**config.mk**
```make
export PLATFORM = sky130hd
export DESIGN_NAME = swrd_ctrl
export DESIGN_NICKNAME = d
export VERILOG_FILES = /design/src/rtl/core/swrd_pkg.sv /design/src/rtl/core/swrd_ctrl.sv
export VERILOG_INCLUDE_DIRS = /design/src /design/src/rtl/core
export SDC_FILE = /design/constraint.sdc
export NUM_CORES = 1
export LEC_CHECK = 0
export CORE_AREA = 5 5 42 44
export DETAILED_ROUTE_END_ITERATION = 12
export DIE_AREA = 0 0 47 49
export DONT_BUFFER_PORTS = 1
export PLACE_DENSITY = 0.38
export SYNTH_ARGS = -nofsm -noshare
export SYNTH_HDL_FRONTEND = slang
export SYNTH_SLANG_ARGS = --single-unit
```
**constraint.sdc**
```tcl
create_clock -name clk -period 1.1 [get_ports clk]
set_input_delay 0.22 -clock clk [delete_from_list [all_inputs] [get_ports clk]]
set_output_delay 0.22 -clock clk [all_outputs]
set_load 0.01 [all_outputs]
```
**src/rtl/core/sliding_window_range_detector_assert.svh**
```systemverilog
// Assertion macros shared by the sliding window range detector RTL.
// Expects clk and arst_n in scope at the point of use.
`ifndef SLIDING_WINDOW_RANGE_DETECTOR_ASSERT_SVH
`define SLIDING_WINDOW_RANGE_DETECTOR_ASSERT_SVH

// antecedent implies consequent in the same cycle
`define SWRD_ASSERT_IMPL(label, ante, cons, msg) \
	label: assert property (@(posedge clk) disable iff (!arst_n) (ante) |-> (cons)) \
		else $error(msg);

// antecedent implies consequent in the next cycle
`define SWRD_ASSERT_NEXT(label, ante, cons, msg) \
	label: assert property (@(posedge clk) disable iff (!arst_n) (ante) |=> (cons)) \
		else $error(msg);

`endif

```
**src/rtl/core/swrd_pkg.sv**
```systemverilog
// Package for the sliding window range detector: sizes, item and command types,
// controller states and the circular index helper. No dependencies.
`default_nettype none

package swrd_pkg;

	localparam int QUEUE_DEPTH   = 256;
	localparam int COORD_BITS    = 20;
	localparam int WIDTH_BITS    = 21;
	localparam int THR_BITS      = 20;
	localparam int IDX_BITS      = $clog2(QUEUE_DEPTH);
	localparam int CNT_BITS      = $clog2(QUEUE_DEPTH + 1);
	localparam int CFG_IDX_BITS  = 1;
	localparam int CFG_DATA_BITS = (WIDTH_BITS > THR_BITS) ? WIDTH_BITS : THR_BITS;

	typedef logic [COORD_BITS-1:0] coord_t;
	typedef logic [IDX_BITS-1:0]   idx_t;
	typedef logic [CNT_BITS-1:0]   cnt_t;

	typedef enum logic [CFG_IDX_BITS-1:0] {
		CFG_WINDOW_WIDTH    = 1'b0,
		CFG_RANGE_THRESHOLD = 1'b1
	} cfg_idx_t;

	typedef struct packed {
		coord_t pos;
		coord_t val;
	} entry_t;

	typedef struct packed {
		logic clear;
		logic pop;
		logic push;
		logic evict;
	} dq_cmd_t;

	typedef struct packed {
		logic load;
		logic pop;
		logic push;
		logic evict;
		logic emit;
	} dp_cmd_t;

	typedef struct packed {
		logic pop_any;
		logic evict_any;
	} dp_sts_t;

	typedef enum logic [2:0] {
		ST_IDLE,
		ST_POP_RD,
		ST_POP_CMP,
		ST_PUSH,
		ST_EVICT_RD,
		ST_EVICT_CMP
	} state_t;

	// (base + off) mod QUEUE_DEPTH, with base < depth and off <= depth
	function automatic idx_t wrap_add(idx_t base, cnt_t off);
		logic [CNT_BITS:0] s;
		s = (CNT_BITS+1)'(base) + (CNT_BITS+1)'(off);
		if (s >= (CNT_BITS+1)'(QUEUE_DEPTH)) begin
			s = s - (CNT_BITS+1)'(QUEUE_DEPTH);
		end
		return s[IDX_BITS-1:0];
	endfunction

endpackage

`default_nettype wire

```
**src/rtl/core/swrd_ctrl.sv**
```systemverilog
// Controller: sequences pop, push and evict steps for one item at a time and
// owns the result valid flag. Depends on swrd_pkg.
`default_nettype none
`include "sliding_window_range_detector_assert.svh"

module swrd_ctrl (
	input  logic              clk,
	input  logic              arst_n,
	input  logic              item_valid,
	output logic              item_stall,
	output logic              result_valid,
	input  logic              result_stall,
	output swrd_pkg::dp_cmd_t cmd,
	input  swrd_pkg::dp_sts_t sts
);

	import swrd_pkg::*;

	state_t state_q;
	state_t state_d;
	logic   result_valid_q;
	logic   out_free;

	assign out_free     = !result_valid_q || !result_stall;
	assign item_stall   = (state_q != ST_IDLE);
	assign result_valid = result_valid_q;

	always_ff @(posedge clk or negedge arst_n) begin
		if (!arst_n) begin
			state_q <= ST_IDLE;
		end else begin
			state_q <= state_d;
		end
	end

	always_comb begin
		state_d = state_q;
		cmd     = '0;
		unique case (state_q)
			ST_IDLE: begin
				if (item_valid) begin
					cmd.load = 1'b1;
					state_d  = ST_POP_RD;
				end
			end
			ST_POP_RD: begin
				state_d = ST_POP_CMP;
			end
			ST_POP_CMP: begin
				cmd.pop = 1'b1;
				state_d = sts.pop_any ? ST_POP_RD : ST_PUSH;
			end
			ST_PUSH: begin
				cmd.push = 1'b1;
				state_d  = ST_EVICT_RD;
			end
			ST_EVICT_RD: begin
				state_d = ST_EVICT_CMP;
			end
			ST_EVICT_CMP: begin
				cmd.evict = 1'b1;
				if (sts.evict_any) begin
					state_d = ST_EVICT_RD;
				end else if (out_free) begin
					cmd.emit = 1'b1;
					state_d  = ST_IDLE;
				end
			end
			default: state_d = ST_IDLE;
		endcase
	end

	always_ff @(posedge clk or negedge arst_n) begin
		if (!arst_n) begin
			result_valid_q <= 1'b0;
		end else if (cmd.emit) begin
			result_valid_q <= 1'b1;
		end else if (!result_stall) begin
			result_valid_q <= 1'b0;
		end
	end

	`SWRD_ASSERT_IMPL(a_emit_free, cmd.emit, !result_valid_q || !result_stall, "result overwritten")
	`SWRD_ASSERT_NEXT(a_accept_pop, item_valid && !item_stall, state_q == ST_POP_RD, "accept lost")
	`SWRD_ASSERT_NEXT(a_emit_valid, cmd.emit, result_valid_q && state_q == ST_IDLE, "emit lost")

endmodule

`default_nettype wire

```
Yosys cells after proc, flatten, opt, wreduce, memory -nomap -nowiden
Index checks and enable logic that the tools add are counted.
{ "word_totals": {"input_bits": 6, "elab_cells": 30, "output_inout_bits": 7, "reg_bits": 4} }
{ "op_classes": {"eq_ne": 8, "mux": 14, "reduce_logical": 6} }
{ "op_table": {"columns": ["operator", "count"], "rows": [
  ["case mux 3 bit (6 select lines)", 1],
  ["two-way mux 3 bit", 3],
  ["two-way mux 1 bit", 8],
  ["== test 3 x 2 -> 1 bit (second input constant)", 2],
  ["== test 3 bit (second input constant)", 2],
  ["two-way mux 2 bit", 2],
  ["== test 3 x 1 -> 1 bit (second input constant)", 1],
  ["zero test 3 bit", 1],
  ["inequality test 3 bit (second input constant)", 1],
  ["nonzero test 3 bit", 1],
  ["zero test 1 bit", 2],
  ["inequality test 2 x 1 -> 1 bit (second input constant)", 1],
  ["inequality test 2 bit (second input constant)", 1],
  ["AND reduction 2 bit", 1],
  ["logical OR 1 bit", 1]
]} }

Depth between registers and ports, before layout
Gate-level depths: netlist of run 1.
{ "depth": {"depth_word": 6, "ltp_mapped": 4, "ltp_nobuf": 3} }

Least setup slack after synthesis of run 1
OpenSTA, ideal clock, no wires.
{ "synth_timing": {"path_kind": "reg2out", "from": "reg state_q[2]", "to": "out cmd[4] in the netlist's numbering", "stages_incl_launch_ff": 4, "required_ns": 0.880, "n_path_buf": 1, "t_arrival_ns": 1.016, "path_slack_ns": -0.136, "path_cell_list": "dfrtp_1 > buf_6 > or3_4 > nor2_2"} }
{ "synth_lines": {"columns": ["item", "line", "text"], "rows": [
  ["from (decl)", "swrd_ctrl.sv:19", "state_t state_q;"],
  ["from (signal assigned)", "swrd_ctrl.sv:32", "state_q <= state_d;"],
  ["to (decl)", "swrd_ctrl.sv:13", "output swrd_pkg::dp_cmd_t cmd,"]
]} }

==> results of run 1 <==
## layout make-up
cell class	instances	area, µm²
tap	16	20.0
clock buffer	3	22.5
multi-input combinational	17	125
inverter	4	15.0
fill	157	1010
timing repair buffer	13	111
sequential	4	101
## worst min-delay path by stage
stage	startpoint	to	slack, ns	cells past startpoint
floorplan	arst_n	result_valid$_DFFE_PN0P_	-0.08	0
global placement	arst_n	state_q[1]$_DFFE_PN0P_	-0.08	0
detailed placement	arst_n	state_q[1]$_DFFE_PN0P_	-0.08	0
CTS	sts[0]	result_valid$_DFFE_PN0P_	0.11	1
global route	sts[0]	result_valid$_DFFE_PN0P_	0.13	1
finish	sts[0]	result_valid$_DFFE_PN0P_	0.11	1
## cells by family (layout without fill, tap and decap cells)
kind of cell / Yosys count / in the layout / synth area share (%)
AND/OR/NAND/NOR: 10 / 10 / 24.4
buffers and inverters: 6 / 20 / 12.9
multiplexers: 1 / 1 / 4.15
AO/OA/AOI/OAI: 6 / 6 / 17.1
flip-flops: 4 / 4 / 41.5
## sequential cells by signal (all words and copies together) (netlist names)
register and flops:
result_valid 1, state_q 3
## routing by layer
metal  vias up  wire (µm)  track usage, %
met5         -          0               0
met4         0         17            5.53
met3         2         31            1.11
met2         7        346            9.05
met1       109        223            6.22
li1        118          -               -
## cell usage in the layout, fill, tap and decap left out, drive strengths merged
master       instances
buf                 12
inv                  4
dfrtp                4
clkbuf               3
nor2                 3
nand2                2
o21ai                2
nor3                 1
nand3b               1
or3                  1
and3                 1
nor3b                1
a21oi                1
mux2i                1
o311a                1
a31oi                1
a21o                 1
dlygate4sd3          1
## report_power, final
| part | internal (mW) | leakage [nW] | switching, mW | total [mW] |
|---|---|---|---|---|
| sequential | 0.207 | 0.0513 | 0.0547 | 0.262 |
| clock | 0.122 | 0.0138 | 0.0535 | 0.175 |
| combinational | 0.383 | 0.130 | 0.274 | 0.658 |
| total | 0.712 | 0.196 | 0.383 | 1.10 |
## metrics by stage
step           power [mW]  std cells  setup slack (ns)  utilization [%]  instance area [µm²]
5_1_grt              1.18         57            -0.335             28.2                  395
4_1_cts              1.07         55            -0.333             27.1                  380
3_5_place_dp        0.730         47           -0.0804             21.4                  300
2_1_floorplan       0.606         27            -0.121                -                  251
6_report             1.10         57            -0.302             28.2                  395
3_3_place_gp        0.726         47           -0.0661             21.4                  300
## timing repair
| item | in CTS | in global routing |
|---|---|---|
| gates resized for setup | 5 | 0 |
| hold buffers | 1 | 0 |
| setup endpoints to repair | 6 | 7 |
| hold endpoints to repair | 4 | 0 |
| pin swaps | 3 | 2 |
| setup buffers | 4 | 2 |
==> reports/qor.yml, run 1 <==
outcome:
  status: "finished with violations"
  violations: "negative setup slack"
clock_tree:
  cts_max_path_buffers: 2
  cts_tree: "built"
  clk_latency_ns: 0.23
  cts_root_buffer: "clkbuf_4"
  cts_buffers: 3
  clk_pin_slew_worst_paths_ns: 0.04
  cts.sinks: 4
  h-tree-depth: 1
final_layout:
  nets: 49
  layout-drive-gt1-share_pct: 56.1
  syn_to_final_growth_pct: 63.7
  antennaDiodeCount: 0
die:
  rows: 14
  start_util_pct: 17.2
  coreArea_um2: 1400
  die_h_um: 49
  die_area_um2: 2300
  io_pins: 13
  die_w_um: 47
timing:
  skew_ns: 0.00176
  whs_ns: 0.111
  setup-violations-final: 8
  tightest_slew_ns: 0.186
  fin_crit_ns: 1.40
  max_freq_ghz: 0.713
  setup_tns_ns: -1.43
  slew-limit-headroom_pct: 87.6
  report.final.slew_viol_count: 0
  final_hold_viol_count: 0
  fin_crit_sh_pct: 127
  worst_slack_ns: -0.302
  rsz0062_at_grt: "true"
yosys:
  ys_top_cells_by_area: "dfrtp_1 41%, inv_1 6.2%, buf_6 4.7%"
  synth.top_cell.area_share_pct: 41.5
  synth_edf_count: 0
  synthArstFlopShare_pct: 100
  yosysWarnings: 0
  synth_fp_nets: 33
  ys_seq_area_share_pct: 41.5
  yosys-top-cells-count: "4 x dfrtp_1, 4 x inv_1, 2 x nand2_1, 2 x nor2_1, 2 x o21ai_0"
  synth_cells: 27
  avgSynthCellArea_um2: 8.94
  yosysUniqueCellTypes: 18
  syn-cell-area_um2: 241
  ys_seq_elements: 4
  synth_ff_type: "dfrtp_1"
  yosys.area.top_type: "dfrtp_1"
worst_setup_path:
  r2r_cells: 4
  slowest_stage: "or3_4"
  worstPathArrival_ns: 1.18
  r2r-start: "state_q[1]$_DFFE_PN0P_"
  reg2reg_to: "state_q[0]$_DFFE_PN0P_"
  slowest_delay_ns: 0.44
  crit_end: "cmd[4]"
  endpoint_kind: "primary output"
  path_cells: "or3_4, nor2_4"
  crit_family: "simple AND/OR/NAND/NOR gates"
  worstSetupStartpointType: "register"
  crit_required_ns: 0.88
  worst-path-buf-inv: 0
  cp-startpoint: "state_q[1]$_DFFE_PN0P_"
  crit_fanout: 3
  regToRegSetupSlack_ns: -0.20
  cp_num_cells: 2
  critical_path_class: "reg -> out"
global_routing:
  grt_usage_pct: 5.87
  first_global_vias: 253
  grt_pass1_wl_um: 952
  grt_antenna_before_repair: 0
  overflow: 0
  grt_max_degree: 7
power:
  power_density_nw_per_um2: 2770
  peakVddDrop_mv: 0.756
  leakage_nw: 0.196
drt:
  wirelength_um: 620
  firstDrtPassIters: 3
  drc: 0
  vias_per_cell: 4.14
  drt_iter0_markers: 1
  final_antenna_net_count: 0
  wl_per_cell_um: 10.9
  vias: 236
min_path:
  hold_class: "in -> reg"
job:
  maxCapViolCount: 0
placement:
  detailed_place_hpwl_um: 461
  place.gp.congestion: 0.623
  port_buffers: 0
Note: power is estimated with default switching activity, not from simulation.
==> run 2, diff against run 1 <==
--- a/config.mk
+++ b/config.mk
@@ -6,9 +6,9 @@
 export SDC_FILE = /design/constraint.sdc
 export NUM_CORES = 1
 export LEC_CHECK = 0
-export CORE_AREA = 5 5 42 44
+export CORE_AREA = 4 4 41 43
 export DETAILED_ROUTE_END_ITERATION = 12
-export DIE_AREA = 0 0 47 49
+export DIE_AREA = 0 0 45 47
 export DONT_BUFFER_PORTS = 1
 export PLACE_DENSITY = 0.38
 export SYNTH_ARGS = -nofsm -noshare
==> reports/qor.yml, run 2 (synthesis gave the netlist of run 1 again) <==
outcome:
  status: "finished with violations"
  violations: "negative setup slack"
die:
  die_w_um: 45
  rows: 13
  start_util_pct: 18.6
  coreArea_um2: 1300
  io_pins: 13
  die_area_um2: 2120
  die_h_um: 47
drt:
  drt_iter0_markers: 2
  vias_per_cell: 4.20
  vias: 231
  final_antenna_net_count: 0
  firstDrtPassIters: 2
  drc: 0
  wl_per_cell_um: 11.7
  wirelength_um: 644
worst_setup_path:
  r2r_cells: 5
  regToRegSetupSlack_ns: -0.08
  slowest_stage: "or3_4"
  path_cells: "or3_4, nor2_4"
  crit_required_ns: 0.88
  worstSetupStartpointType: "register"
  critical_path_class: "reg -> out"
  reg2reg_to: "state_q[0]$_DFFE_PN0P_"
  crit_fanout: 5
  worst-path-buf-inv: 0
  endpoint_kind: "primary output"
  r2r-start: "state_q[2]$_DFFE_PN0P_"
  slowest_delay_ns: 0.42
  worstPathArrival_ns: 1.17
  crit_family: "simple AND/OR/NAND/NOR gates"
  cp-startpoint: "state_q[1]$_DFFE_PN0P_"
final_layout:
  fill_cells: 148
  nets: 48
  finalNonFillerCells: 55
  layout_commonest_cell: "buf_4"
  layout-drive-gt1-share_pct: 55.0
  syn_to_final_growth_pct: 66.3
  regMostFlops: "state_q"
  final_cell_mix: "7 x buf_4, 4 x buf_6, 4 x dfrtp_1"
  antennaDiodeCount: 0
  largest_register_ffs: 3
min_path:
  min_to: "result_valid$_DFFE_PN0P_"
  whs_path_depth: 1
  hold_class: "in -> reg"
  hold_start: "sts[0]"
timing:
  fin_crit_ns: 1.39
  skew_ns: 0.00114
  setup_tns_ns: -1.42
  report.final.slew_viol_count: 0
  rsz0062_at_grt: "true"
  setup-violations-final: 8
  slew-limit-headroom_pct: 84.7
  worst_slack_ns: -0.286
  max_freq_ghz: 0.722
  tightest_slew_ns: 0.227
  fin_crit_sh_pct: 126
  final_hold_viol_count: 0
clock_tree:
  clk_pin_slew_worst_paths_ns: 0.04
  cts_buffers: 3
  clk_latency_ns: 0.23
  cts_tree: "built"
  h-tree-depth: 1
  cts_root_buffer: "clkbuf_4"
  cts_max_path_buffers: 2
  cts.sinks: 4
placement:
  detailed_place_hpwl_um: 484
  place.gp.congestion: 0.645
  dp.cells: 47
  port_buffers: 0
  dp_slack_ns: -0.0459
power:
  power_mw: 1.12
  power_density_nw_per_um2: 2780
  leakage_nw: 0.196
  peakVddDrop_mv: 0.685
global_routing:
  grt_max_degree: 8
  first_global_vias: 254
  grt_antenna_before_repair: 0
  grt_pass1_wl_um: 1010
  grt_usage_pct: 7.06
  overflow: 0
job:
  maxCapViolCount: 0
run 2: worst max-delay path by stage:
stage                   to  cells past startpoint
finish              cmd[4]                      2
global route        cmd[4]                      2
CTS                 cmd[4]                      2
detailed placement  cmd[4]                      2
global placement    cmd[4]                      2
floorplan           cmd[4]                      3
run 2: repair_timing:
action	CTS	global route
resized for setup	7	0
pin swaps	2	0
buffers inserted	1	3
endpoints found under the setup margin	6	8
cloned	0	0
hold buffers	1	0
endpoints found under the hold margin	4	0
run 2: worst reg2reg max path, cell delays in order (launching register included):
cell     delay [ns]
dfrtp_1        0.38
buf_6          0.13
buf_4          0.12
buf_6          0.11
mux2i_1        0.17
o311a_4        0.20
run 2: layout make-up:
type / instances / area (µm²) / share of cell area (%)
clock buffer: 3 / 22.5 / 5.61
inverter: 4 / 15.0 / 3.74
timing repair buffer: 12 / 108 / 26.8
multi-input combinational: 17 / 138 / 34.3
tap: 15 / 18.8 / 4.67
sequential: 4 / 100 / 24.9
run 2: report_power, final:
part	internal, mW	total (mW)	switching [mW]
combinational	0.393	0.680	0.287
clock	0.122	0.180	0.0578
sequential	0.204	0.256	0.0523
total	0.719	1.12	0.397
run 2: metal layers:
| layer | vias up | GRT usage (%) | part of all wire [%] |
|---|---|---|---|
| li1 | 116 | - | - |
| met1 | 110 | 5.98 | 37 |
| met2 | 5 | 13.0 | 57 |
| met3 | 0 | 1.92 | 6.4 |
| met4 | 0 | 7.02 | 0 |
| met5 | - | 0 | 0 |
run 2: through the flow:
step / util, % / hold WS [ns] / cell area, µm²
3_5_place_dp: 23.6 / -0.0754 / 307
4_1_cts: 29.1 / 0.118 / 379
2_1_floorplan: - / -0.0756 / 251
6_report: 30.9 / 0.117 / 402
3_3_place_gp: 23.6 / -0.0754 / 307
5_1_grt: 30.9 / 0.116 / 402
==> run 3, diff against run 2 <==
--- a/config.mk
+++ b/config.mk
@@ -6,11 +6,11 @@
 export SDC_FILE = /design/constraint.sdc
 export NUM_CORES = 1
 export LEC_CHECK = 0
+export BUFFER_PORTS_ARGS = -buffer_cell sky130_fd_sc_hd__buf_2
 export CORE_AREA = 4 4 41 43
 export DETAILED_ROUTE_END_ITERATION = 12
 export DIE_AREA = 0 0 45 47
-export DONT_BUFFER_PORTS = 1
-export PLACE_DENSITY = 0.38
+export PLACE_DENSITY = 0.47
 export SYNTH_ARGS = -nofsm -noshare
 export SYNTH_HDL_FRONTEND = slang
 export SYNTH_SLANG_ARGS = --single-unit
==> reports/qor.yml, run 3 (synthesis gave the netlist of run 1 again) <==
drt:
  wirelength_um: 587
  drc: 0
  wl_per_cell_um: 8.89
  firstDrtPassIters: 1
  vias: 272
  final_antenna_net_count: 0
  drt_iter0_markers: 0
  vias_per_cell: 4.12
final_layout:
  largest_register_ffs: 3
  layout-drive-gt1-share_pct: 64.7
  fin_util_pct: 35.6
  regMostFlops: "state_q"
  layout_commonest_cell: "buf_2"
  final_cell_mix: "9 x buf_2, 8 x buf_4, 5 x buf_6"
  antennaDiodeCount: 0
  syn_to_final_growth_pct: 91.7
  nets: 59
clock_tree:
  cts_max_path_buffers: 2
  cts_buffers: 3
  cts_root_buffer: "clkbuf_4"
  clk_pin_slew_worst_paths_ns: 0.04
  cts_tree: "built"
  h-tree-depth: 1
  cts.sinks: 4
  clk_latency_ns: 0.23
timing:
  report.final.slew_viol_count: 0
  rsz0062_at_grt: "true"
  worst_slack_ns: -0.321
  setup-violations-final: 8
  whs_ns: 0.220
  skew_ns: 0.00127
  max_freq_ghz: 0.704
  fin_crit_ns: 1.42
  slew-limit-headroom_pct: 89.9
  final_hold_viol_count: 0
  fin_crit_sh_pct: 129
  tightest_slew_ns: 0.150
die:
  die_area_um2: 2120
  coreArea_um2: 1300
  io_pins: 13
  rows: 13
  start_util_pct: 18.6
  die_w_um: 45
  die_h_um: 47
worst_setup_path:
  path_cells: "or3_4, nor2_4, buf_6"
  crit_fanout: 3
  worstPathArrival_ns: 1.20
  slowest_delay_ns: 0.40
  worst-path-buf-inv: 1
  r2r-start: "state_q[1]$_DFFE_PN0P_"
  slowest_stage: "or3_4"
  crit_family: "simple AND/OR/NAND/NOR gates"
  worstSetupStartpointType: "register"
  crit_required_ns: 0.88
  endpoint_kind: "primary output"
  regToRegSetupSlack_ns: -0.05
  critical_path_class: "reg -> out"
  cp-startpoint: "state_q[1]$_DFFE_PN0P_"
power:
  power_mw: 1.15
  peakVddDrop_mv: 0.869
  power_density_nw_per_um2: 2490
  leakage_nw: 0.253
job:
  maxCapViolCount: 0
global_routing:
  grt_pass1_wl_um: 1060
  grt_antenna_before_repair: 0
  overflow: 0
  grt_max_degree: 6
  grt_usage_pct: 7.30
  first_global_vias: 303
min_path:
  hold_start: "sts[0]"
  hold_class: "in -> reg"
placement:
  port_buffers: 12
  place.gp.congestion: 0.685
outcome:
  violations: "negative setup slack"
  status: "finished with violations"
[run 3: final cells by class]
cell class / count / area (µm²)
Tap cell: 15 / 18.8
Timing Repair Buffer: 23 / 171
Multi-Input combinational cell: 17 / 135
Fill cell: 144 / 838
Clock buffer: 3 / 22.5
Inverter: 4 / 15.0
Sequential cell: 4 / 100
[run 3: what timing repair did]
item,in CTS,in global routing
pin swaps,3,0
resized for setup,7,2
hold endpoints to repair,4,0
endpoints found under the setup margin,6,9
buffers inserted,2,0
hold buffers,1,0
[run 3: per-stage QoR]
step	area, µm²	setup WS, ns	setup TNS (ns)	instances
2_1_floorplan	251	-0.121	-0.128	27
3_3_place_gp	374	-0.0947	-0.244	60
3_5_place_dp	374	-0.102	-0.251	60
4_1_cts	453	-0.339	-1.73	66
5_1_grt	463	-0.368	-2.08	66
6_report	463	-0.321	-1.64	66
[run 3: final timing paths]
path	depth (start not counted)	to
min in group asynchronous	2	state_q[0]$_DFFE_PN0P_
max in group asynchronous	2	state_q[1]$_DFFE_PN0P_
worst max register to register	6	state_q[2]$_DFFE_PN0P_
worst min-delay path	2	result_valid$_DFFE_PN0P_
worst max-delay path	3	cmd[4]
worst min register to register	2	result_valid$_DFFE_PN0P_
[run 3: metal layers]
layer	share of wire, %	track usage [%]	wire, µm	vias up
met3	2.4	1.15	14	2
li1	-	-	-	140
met5	0	0	0	-
met2	62	13.6	365	4
met4	2.4	8.77	14	0
met1	33	5.99	192	126
[run 3: power breakdown]
group / total, mW / switching (mW) / internal [mW]
sequential: 0.249 / 0.0453 / 0.204
clock: 0.177 / 0.0556 / 0.122
combinational: 0.728 / 0.303 / 0.425
total: 1.15 / 0.403 / 0.751
